## src/rtl/pcg32_pkg.sv

```systemverilog
// ----------------------------------------------------------------------------
// pcg32_pkg
// Shared constants, types and controller-to-datapath signal groups of the
// pcg32 xsh-rr generator.
// ----------------------------------------------------------------------------
package pcg32_pkg;

  localparam int unsigned CNT_W     = 7;
  localparam int unsigned SEED_W    = 64;
  localparam int unsigned VALUE_W   = 32;
  localparam int unsigned HALF_W    = 32;

  localparam logic [CNT_W-1:0]  MAX_COUNT     = 7'd64;
  localparam logic [SEED_W-1:0] PCG_MULT      = 64'd6364136223846793005;
  localparam logic [SEED_W-1:0] PCG_DEF_STATE = 64'h853c49e6748fea9b;
  localparam logic [SEED_W-1:0] PCG_DEF_INC   = 64'hda3e39cb94b95bdb;

  localparam int unsigned XS_SHIFT  = 18;
  localparam int unsigned XS_DROP   = 27;
  localparam int unsigned ROT_POS   = 59;

  typedef enum logic [3:0] {
    ST_IDLE = 4'b0001,
    ST_SEED = 4'b0010,
    ST_MUL  = 4'b0100,
    ST_DRAW = 4'b1000
  } pcg_state_t;

  // steps of the 64-bit lcg advance on one shared 32x32 multiplier
  typedef enum logic [1:0] {
    MUL_LO   = 2'd0,
    MUL_X1   = 2'd1,
    MUL_X2   = 2'd2,
    MUL_DONE = 2'd3
  } mul_step_t;

  typedef struct packed {
    logic      load_seed;
    logic      mul_en;
    mul_step_t mul_step;
    logic      draw;
    logic      draw_last;
  } pcg_cmd_t;

  typedef struct packed {
    logic seed_written;
  } pcg_status_t;

endpackage

```

## src/rtl/pcg32_if.sv

```systemverilog
// ----------------------------------------------------------------------------
// pcg32 channel interfaces
// Valid/ready channels for requests, results and seed writes.
// ----------------------------------------------------------------------------
interface pcg32_in_if;
  logic       valid;
  logic       ready;
  logic [6:0] count;
  modport source (output valid, output count, input ready);
  modport sink   (input valid, input count, output ready);
endinterface

interface pcg32_out_if;
  logic        valid;
  logic        ready;
  logic [31:0] value;
  logic        last;
  modport source (output valid, output value, output last, input ready);
  modport sink   (input valid, input value, input last, output ready);
endinterface

interface pcg32_cfg_if;
  logic        valid;
  logic        ready;
  logic [63:0] stream_seed;
  modport source (output valid, output stream_seed, input ready);
  modport sink   (input valid, input stream_seed, output ready);
endinterface

```

## src/rtl/pcg32_ctrl.sv

```systemverilog
// ----------------------------------------------------------------------------
// pcg32_ctrl
// Request sequencer: seeding, lcg advance steps, draws and the output
// register's valid flag.
// ----------------------------------------------------------------------------
module pcg32_ctrl (
  input  logic                       clk,
  input  logic                       rst_n,
  input  logic                       in_valid,
  output logic                       in_ready,
  input  logic [pcg32_pkg::CNT_W-1:0] in_count,
  output logic                       out_valid,
  input  logic                       out_ready,
  input  pcg32_pkg::pcg_status_t     status,
  output pcg32_pkg::pcg_cmd_t        cmd
);
  import pcg32_pkg::*;

  pcg_state_t       state_r, state_nxt;
  mul_step_t        step_r, step_nxt;
  logic [CNT_W-1:0] left_r, left_nxt;
  logic             seeded_r, seeded_nxt;
  logic             out_valid_r, out_valid_nxt;
  logic [CNT_W-1:0] req_cnt;
  logic             slot_free;

  assign in_ready  = (state_r == ST_IDLE);
  assign out_valid = out_valid_r;
  assign req_cnt   = (in_count > MAX_COUNT) ? MAX_COUNT : in_count;
  assign slot_free = !out_valid_r || out_ready;

  always_comb begin
    state_nxt     = state_r;
    step_nxt      = step_r;
    left_nxt      = left_r;
    seeded_nxt    = seeded_r;
    out_valid_nxt = out_valid_r && !out_ready;
    cmd           = '0;
    cmd.mul_step  = step_r;
    unique case (state_r)
      ST_IDLE: begin
        if (in_valid) begin
          left_nxt = req_cnt;
          if (!seeded_r) begin
            state_nxt = ST_SEED;
          end else if (req_cnt != '0) begin
            state_nxt = ST_DRAW;
          end
        end
      end
      ST_SEED: begin
        cmd.load_seed = 1'b1;
        seeded_nxt    = 1'b1;
        step_nxt      = MUL_LO;
        state_nxt     = ST_MUL;
      end
      ST_MUL: begin
        cmd.mul_en = 1'b1;
        unique case (step_r)
          MUL_LO:   step_nxt = MUL_X1;
          MUL_X1:   step_nxt = MUL_X2;
          MUL_X2:   step_nxt = MUL_DONE;
          MUL_DONE: begin
            step_nxt  = MUL_LO;
            state_nxt = (left_r == '0) ? ST_IDLE : ST_DRAW;
          end
          default:  step_nxt = MUL_LO;
        endcase
      end
      ST_DRAW: begin
        if (slot_free) begin
          cmd.draw      = 1'b1;
          cmd.draw_last = (left_r == CNT_W'(1));
          left_nxt      = left_r - CNT_W'(1);
          out_valid_nxt = 1'b1;
          step_nxt      = MUL_LO;
          state_nxt     = ST_MUL;
        end
      end
      default: state_nxt = ST_IDLE;
    endcase
    // a new seed forces reseeding on the next request
    if (status.seed_written) begin
      seeded_nxt = 1'b0;
    end
  end

  always_ff @(posedge clk) begin
    if (!rst_n) begin
      state_r     <= ST_IDLE;
      step_r      <= MUL_LO;
      left_r      <= '0;
      seeded_r    <= 1'b0;
      out_valid_r <= 1'b0;
    end else begin
      state_r     <= state_nxt;
      step_r      <= step_nxt;
      left_r      <= left_nxt;
      seeded_r    <= seeded_nxt;
      out_valid_r <= out_valid_nxt;
    end
  end

endmodule

```

## src/rtl/pcg32_dpath.sv

```systemverilog
// ----------------------------------------------------------------------------
// pcg32_dpath
// Seed, stream increment and lcg state registers, shared 32x32 multiplier
// for the lcg advance, xsh-rr output function and result register.
// ----------------------------------------------------------------------------
module pcg32_dpath (
  input  logic                          clk,
  input  logic                          rst_n,
  input  logic                          cfg_valid,
  output logic                          cfg_ready,
  input  logic [pcg32_pkg::SEED_W-1:0]  cfg_stream_seed,
  input  pcg32_pkg::pcg_cmd_t           cmd,
  output pcg32_pkg::pcg_status_t        status,
  output logic [pcg32_pkg::VALUE_W-1:0] out_value,
  output logic                          out_last
);
  import pcg32_pkg::*;

  localparam logic [HALF_W-1:0] MULT_LO = PCG_MULT[HALF_W-1:0];
  localparam logic [HALF_W-1:0] MULT_HI = PCG_MULT[SEED_W-1:HALF_W];

  logic [SEED_W-1:0]  seed_r;
  logic [SEED_W-1:0]  lcg_r;
  logic [SEED_W-1:0]  inc_r;
  logic [SEED_W-1:0]  prod_r;
  logic [VALUE_W-1:0] value_r;
  logic               last_r;

  logic [SEED_W-1:0]  ist;
  logic [SEED_W-1:0]  sq;
  logic [SEED_W-1:0]  inc_seed;
  logic [HALF_W-1:0]  mul_a;
  logic [HALF_W-1:0]  mul_b;
  logic [SEED_W-1:0]  mul_p;
  logic [VALUE_W-1:0] xs;
  logic [4:0]         rot;
  logic [2*VALUE_W-1:0] xs_rot;
  logic               cfg_fire;

  assign cfg_ready           = 1'b1;
  assign cfg_fire            = cfg_valid && cfg_ready;
  assign status.seed_written = cfg_fire;

  // seeding: zero start state or zero seed fall back to the defaults
  always_comb begin
    ist = PCG_DEF_STATE ^ seed_r;
    if (ist == '0) begin
      ist = PCG_DEF_STATE;
    end
    sq = (seed_r == '0) ? PCG_DEF_INC : seed_r;
    inc_seed = {sq[SEED_W-2:0], 1'b1};
  end

  // low word of s*m plus the two cross terms folded into the high word
  assign mul_a = (cmd.mul_step == MUL_X2) ? lcg_r[SEED_W-1:HALF_W] : lcg_r[HALF_W-1:0];
  assign mul_b = (cmd.mul_step == MUL_X1) ? MULT_HI : MULT_LO;
  assign mul_p = SEED_W'(mul_a) * SEED_W'(mul_b);

  // xsh-rr output function
  assign xs     = VALUE_W'(((lcg_r >> XS_SHIFT) ^ lcg_r) >> XS_DROP);
  assign rot    = lcg_r[ROT_POS+4:ROT_POS];
  assign xs_rot = {xs, xs} >> rot;

  always_ff @(posedge clk) begin
    if (!rst_n) begin
      seed_r <= '0;
      lcg_r  <= '0;
      inc_r  <= '0;
    end else begin
      if (cfg_fire) begin
        seed_r <= cfg_stream_seed;
      end
      if (cmd.load_seed) begin
        inc_r <= inc_seed;
        lcg_r <= inc_seed + ist;
      end else if (cmd.mul_en && cmd.mul_step == MUL_DONE) begin
        lcg_r <= prod_r + inc_r;
      end
    end
  end

  always_ff @(posedge clk) begin
    if (cmd.mul_en) begin
      unique case (cmd.mul_step)
        MUL_LO:   prod_r <= mul_p;
        MUL_X1,
        MUL_X2:   prod_r[SEED_W-1:HALF_W] <= prod_r[SEED_W-1:HALF_W] + mul_p[HALF_W-1:0];
        MUL_DONE: prod_r <= prod_r;
        default:  prod_r <= prod_r;
      endcase
    end
    if (cmd.draw) begin
      value_r <= xs_rot[VALUE_W-1:0];
      last_r  <= cmd.draw_last;
    end
  end

  assign out_value = value_r;
  assign out_last  = last_r;

endmodule

```

## src/rtl/pcg32_random_generator_top.sv

```systemverilog
// ----------------------------------------------------------------------------
// pcg32_random_generator_top
// PCG32 xsh-rr generator returning a requested count of 32-bit numbers.
// ----------------------------------------------------------------------------
// A request carries a count of 1 to 64 numbers (larger counts give 64, zero
// gives none) and returns that many results, the final one flagged by last.
// Each lcg advance runs on one shared 32x32 multiplier in steps (low
// product, two cross terms, increment add). Every number is first drawn
// into the output register, which waits while that register still holds
// an unaccepted result, and then the state is advanced. A request must
// reseed first when a new seed has been written. New requests are taken
// only once the previous one has finished; the seed port is always ready
// and should be written only while idle.
module pcg32_random_generator_top (
  input  logic               clk,
  input  logic               rst_n,
  pcg32_in_if.sink           in_chan,
  pcg32_out_if.source        out_chan,
  pcg32_cfg_if.sink          cfg_chan
);
  import pcg32_pkg::*;

  pcg_cmd_t    cmd;
  pcg_status_t status;

  pcg32_ctrl u_ctrl (
    .clk       (clk),
    .rst_n     (rst_n),
    .in_valid  (in_chan.valid),
    .in_ready  (in_chan.ready),
    .in_count  (in_chan.count),
    .out_valid (out_chan.valid),
    .out_ready (out_chan.ready),
    .status    (status),
    .cmd       (cmd)
  );

  pcg32_dpath u_dpath (
    .clk             (clk),
    .rst_n           (rst_n),
    .cfg_valid       (cfg_chan.valid),
    .cfg_ready       (cfg_chan.ready),
    .cfg_stream_seed (cfg_chan.stream_seed),
    .cmd             (cmd),
    .status          (status),
    .out_value       (out_chan.value),
    .out_last        (out_chan.last)
  );

endmodule
```

## src/flat_wrapper.sv

```systemverilog
// flat-port wrapper written by rule: the top's interface ports become plain ports
module pcg32_random_generator_top_flat import pcg32_pkg::*;
  (clk, rst_n, in_chan_valid, in_chan_count, in_chan_ready, out_chan_valid, out_chan_value, out_chan_last, out_chan_ready, cfg_chan_valid, cfg_chan_stream_seed, cfg_chan_ready);
  pcg32_in_if in_chan_i ();
  pcg32_out_if out_chan_i ();
  pcg32_cfg_if cfg_chan_i ();
  input  logic clk;
  input  logic rst_n;
  input wire logic [$bits(in_chan_i.valid)-1:0] in_chan_valid;
  input wire logic [$bits(in_chan_i.count)-1:0] in_chan_count;
  output wire logic [$bits(in_chan_i.ready)-1:0] in_chan_ready;
  output wire logic [$bits(out_chan_i.valid)-1:0] out_chan_valid;
  output wire logic [$bits(out_chan_i.value)-1:0] out_chan_value;
  output wire logic [$bits(out_chan_i.last)-1:0] out_chan_last;
  input wire logic [$bits(out_chan_i.ready)-1:0] out_chan_ready;
  input wire logic [$bits(cfg_chan_i.valid)-1:0] cfg_chan_valid;
  input wire logic [$bits(cfg_chan_i.stream_seed)-1:0] cfg_chan_stream_seed;
  output wire logic [$bits(cfg_chan_i.ready)-1:0] cfg_chan_ready;
  assign in_chan_i.valid = in_chan_valid;
  assign in_chan_i.count = in_chan_count;
  assign in_chan_ready = in_chan_i.ready;
  assign out_chan_valid = out_chan_i.valid;
  assign out_chan_value = out_chan_i.value;
  assign out_chan_last = out_chan_i.last;
  assign out_chan_i.ready = out_chan_ready;
  assign cfg_chan_i.valid = cfg_chan_valid;
  assign cfg_chan_i.stream_seed = cfg_chan_stream_seed;
  assign cfg_chan_ready = cfg_chan_i.ready;
  pcg32_random_generator_top u_core (.clk(clk), .rst_n(rst_n), .in_chan(in_chan_i), .out_chan(out_chan_i), .cfg_chan(cfg_chan_i));
endmodule
```

## config.mk

```make
export PLATFORM = sky130hd
export DESIGN_NAME = pcg32_random_generator_top_flat
export DESIGN_NICKNAME = d
export VERILOG_FILES = /design/src/rtl/pcg32_pkg.sv /design/src/rtl/pcg32_if.sv /design/src/rtl/pcg32_ctrl.sv /design/src/rtl/pcg32_dpath.sv /design/src/rtl/pcg32_random_generator_top.sv /design/src/flat_wrapper.sv
export SDC_FILE = /design/constraint.sdc
export NUM_CORES = 2
export LEC_CHECK = 0
export BUFFER_PORTS_ARGS = -buffer_cell sky130_fd_sc_hd__buf_2
export CELL_PAD_IN_SITES_DETAIL_PLACEMENT = 1
export CELL_PAD_IN_SITES_GLOBAL_PLACEMENT = 1
export CORE_MARGIN = 5
export CORE_UTILIZATION = 55
export CTS_CLUSTER_SIZE = 24
export DETAILED_ROUTE_END_ITERATION = 8
export HOLD_SLACK_MARGIN = 0.02
export PLACE_DENSITY_LB_ADDON = 0.1
export RECOVER_POWER = 50
export SYNTH_ARGS = -nofsm -noshare
export SYNTH_HDL_FRONTEND = slang
export SYNTH_HIERARCHICAL = 1
export SYNTH_SLANG_ARGS = --single-unit
export TNS_END_PERCENT = 50
```

## constraint.sdc

```tcl
create_clock -name clk -period 21 [get_ports clk]
set_clock_uncertainty 0.05 [all_clocks]
set_input_delay 2.1 -clock clk [delete_from_list [all_inputs] [get_ports clk]]
set_output_delay 2.1 -clock clk [all_outputs]
set_load 0.02 [all_outputs]
```

==> impl_metrics.yaml <==
worst_setup_path:
  r2r-end: "u_core/u_dpath/prod_r[60]"
  reg2reg_slack_ns: 7.76
  crit_path_start_kind: "flip-flop"
  slowest_delay_ns: 2.13
  r2r_start: "u_core/u_ctrl/step_r[1]"
  critical_path_class: "flip-flop to flip-flop"
  rr_worst_depth: 33
  cp_max_fo: 32
  crit_slowest_cell: "clkbuf_1"
  crit_required_ns: 21.25
  critPathTopFamily: "adder cells"
  crit_path_end_kind: "flip-flop"
  cp.arrival_ns: 13.49
  path_buf_inv: 3
synthesis:
  synth-main-ff-cell: "dfxtp_1"
  synth_warnings: 6
  yosys.area.top_type: "fa_1"
  synth_cell_types: 93
  synth.avg_cell_area_sq_um: 9.000
  synth_area_leaders: "fa_1 24%, ha_1 17%, dfxtp_1 9.2%"
  synth_top_area_share_pct: 24.29
  synth.cell_area_sq_um: 45240
  ys_async_sr_fraction_pct: 0
  synth-seq-area-share_pct: 15.60
  synth_edf_count: 97
  syn_inst: 5027
  ys_ff_latch: 304
run_status:
  status: "finished with violations"
  failed_checks: "max-capacitance violations, max-slew violations"
run:
  maxCapViolations: 7
timing:
  fmax_mhz: 75.53
  hold_viol_final: 0
  period_minus_slack_ns: 13.24
  drv_slew: 293
  rsz0062_at_grt: "false"
  fin_crit_sh_pct: 63.04
  fin_ws_ns: 7.761
  fin_setup_tns_ns: 0
  tightest_slew_ns: 3.036
  relSlewSlack_pct: -102.4
  setup_viol: 0
floorplanning:
  rows: 105
  design.core.area_sq_um: 81850
  dieWidth_um: 296.8
  start_util_pct: 55.28
  die_y_um: 296.8
  boundaryPins: 112
  dieArea_sq_um: 88100
finish:
  ff_latch_area_sq_um: 7057
  layout_commonest_cell: "inv_1"
  final_cell_area_sq_um: 47740
  layout_common_cells: "757 x inv_1, 602 x ha_1, 549 x fa_1"
  layout-drive-gt1-share_pct: 5.424
  area_delta_synth_final_pct: 5.509
  final_nets: 6236
  num-fill-cells: 9564
  multi_input_comb_area_sq_um: 34490
clock_network:
  clock_latency_ns: 0.56
  post_cts_buffers: 0
  cts_inserted_buffers: 35
  cts_tree: "built"
  root_buffer: "clkbuf_16"
  cts.hold.buffers_added: 0
  clk_pin_slew_ns: 0.06
  cts.sinks: 304
  post_cts_resized: 0
  clockBufferDepth: 3
  htree_num_levels: 2
min_path:
  hold_end: "u_core/u_dpath/inc_r[0]"
  hold_start: "u_core/u_dpath/inc_r[0]"
  min_path_type: "flip-flop to flip-flop"
  whs_path_depth: 2
placed_design:
  hpwl_um: 140700
  gp_congestion: 1.044
  port_buffers: 110
  place_ws_ns: 10.03
  dpl_cell_area_sq_um: 46660
global_route:
  grt_pass1_wl_um: 251600
  grt_pass1_vias: 40120
  gr-total-overflow: 0
  antenna_found_initial: 9
  groute.usage.overall_pct: 37.18
  grt_max_degree: 90
route:
  first_iter_violations: 3514
  drt-total-wl_um: 167000
  drtPass1Iterations: 6
  routed_via_density: 6.247
  drtAntennaViolNets: 0
  wl_per_cell_um: 27.36
  vias: 38140
  drc: 0
metal layers:
| metal | track usage, % | vias up | wire, um |
|---|---|---|---|
| met5 | 0 | - | 49 |
| met4 | 12.37 | 8 | 7054 |
| met3 | 7.435 | 361 | 14710 |
| met2 | 59.12 | 1532 | 74530 |
| met1 | 51.31 | 19340 | 70710 |
| li1 | - | 16900 | - |
tightest hold or removal path: cells and delay by family (launching register included):
kind             cells  cell delay (ns)
flip-flops           1             0.31
AND/OR/NAND/NOR      2             0.12
state kept, by name, summed over array words and instances, names as in the netlist:
register and cells:
u_core/u_dpath/inc_r 64, u_core/u_dpath/lcg_r 64, u_core/u_dpath/prod_r 64, u_core/u_dpath/seed_r 64, u_core/u_dpath/out_value 32, u_core/u_ctrl/left_r 7
u_core/u_ctrl/state_r 4, u_core/u_ctrl/step_r 2, u_core/u_ctrl/out_valid 1, u_core/u_ctrl/seeded_r 1, u_core/u_dpath/out_last 1
metrics by stage:
step,utilization [%],hold WS [ns],instances
final,58.32,0.4301,6105
after global routing,58.32,0.4668,6103
after CTS,58.37,0.4315,6103
after detailed placement,57.01,0.4226,6041
after global placement,57.01,0.4031,6041
after floorplan,-,0.3907,5057
kinds of logic (layout without fill, tap and decap cells):
kind of cell | after synthesis | count (layout) | share of synthesized area (%)
xor gates and xnor gates | 220 | 220 | 4.259
muxes | 208 | 208 | 4.759
adders and majority gates | 1152 | 1152 | 40.97
other | 2 | 34 | 0.01660
and+or+nand+nor | 1113 | 1113 | 11.38
AOI/OAI and AO/OA | 1024 | 1024 | 14.58
buffers and inverters | 1004 | 980 | 8.443
DFF | 304 | 304 | 15.60
layout make-up:
| type | instances | share of cell area (%) |
|---|---|---|
| sequential | 304 | 14.78 |
| inverter | 761 | 5.987 |
| tap | 1070 | 2.805 |
| multi-input combinational | 3749 | 72.24 |
| clock buffer | 52 | 2.157 |
| timing repair buffer | 157 | 1.843 |
| clock inverter | 10 | 0.1730 |
| antenna | 2 | 0.01048 |
how the worst max path moves through the flow:
| stage | slack, ns | to | startpoint | depth (start not counted) |
|---|---|---|---|---|
| floorplan | 11.13 | u_core/u_dpath/prod_r[61] | u_core/u_ctrl/step_r[1] | 38 |
| global placement | 10.44 | u_core/u_dpath/prod_r[61] | u_core/u_ctrl/step_r[1] | 38 |
| detailed placement | 10.03 | u_core/u_dpath/prod_r[60] | u_core/u_ctrl/step_r[1] | 33 |
| CTS | 9.96 | u_core/u_dpath/prod_r[60] | u_core/u_ctrl/step_r[1] | 33 |
| global route | 7.27 | u_core/u_dpath/prod_r[61] | u_core/u_ctrl/step_r[1] | 37 |
| finish | 7.76 | u_core/u_dpath/prod_r[60] | u_core/u_ctrl/step_r[1] | 33 |
synthesized netlist by cell type (26+ instances only):
library cell and number:
a31oi_1 35, a21o_1 140, edfxtp_1 97, o211ai_1 26
inv_1 756, o21a_1 30, xnor2_1 136, a21oi_1 290
nand2_1 325, nor2_1 410, a211oi_1 100, mux2i_1 187
nand4_1 62, o21ai_0 185, nor2b_1 29, fa_1 549
dfxtp_1 207, clkbuf_1 206, ha_1 603, nor3_1 43
xor2_1 84, and3_1 46, o21bai_1 38, nand3_1 56
Power is left out: the tool's default activity adds up to more than one toggle a clock period on the data nets, which glitch-free logic cannot reach.
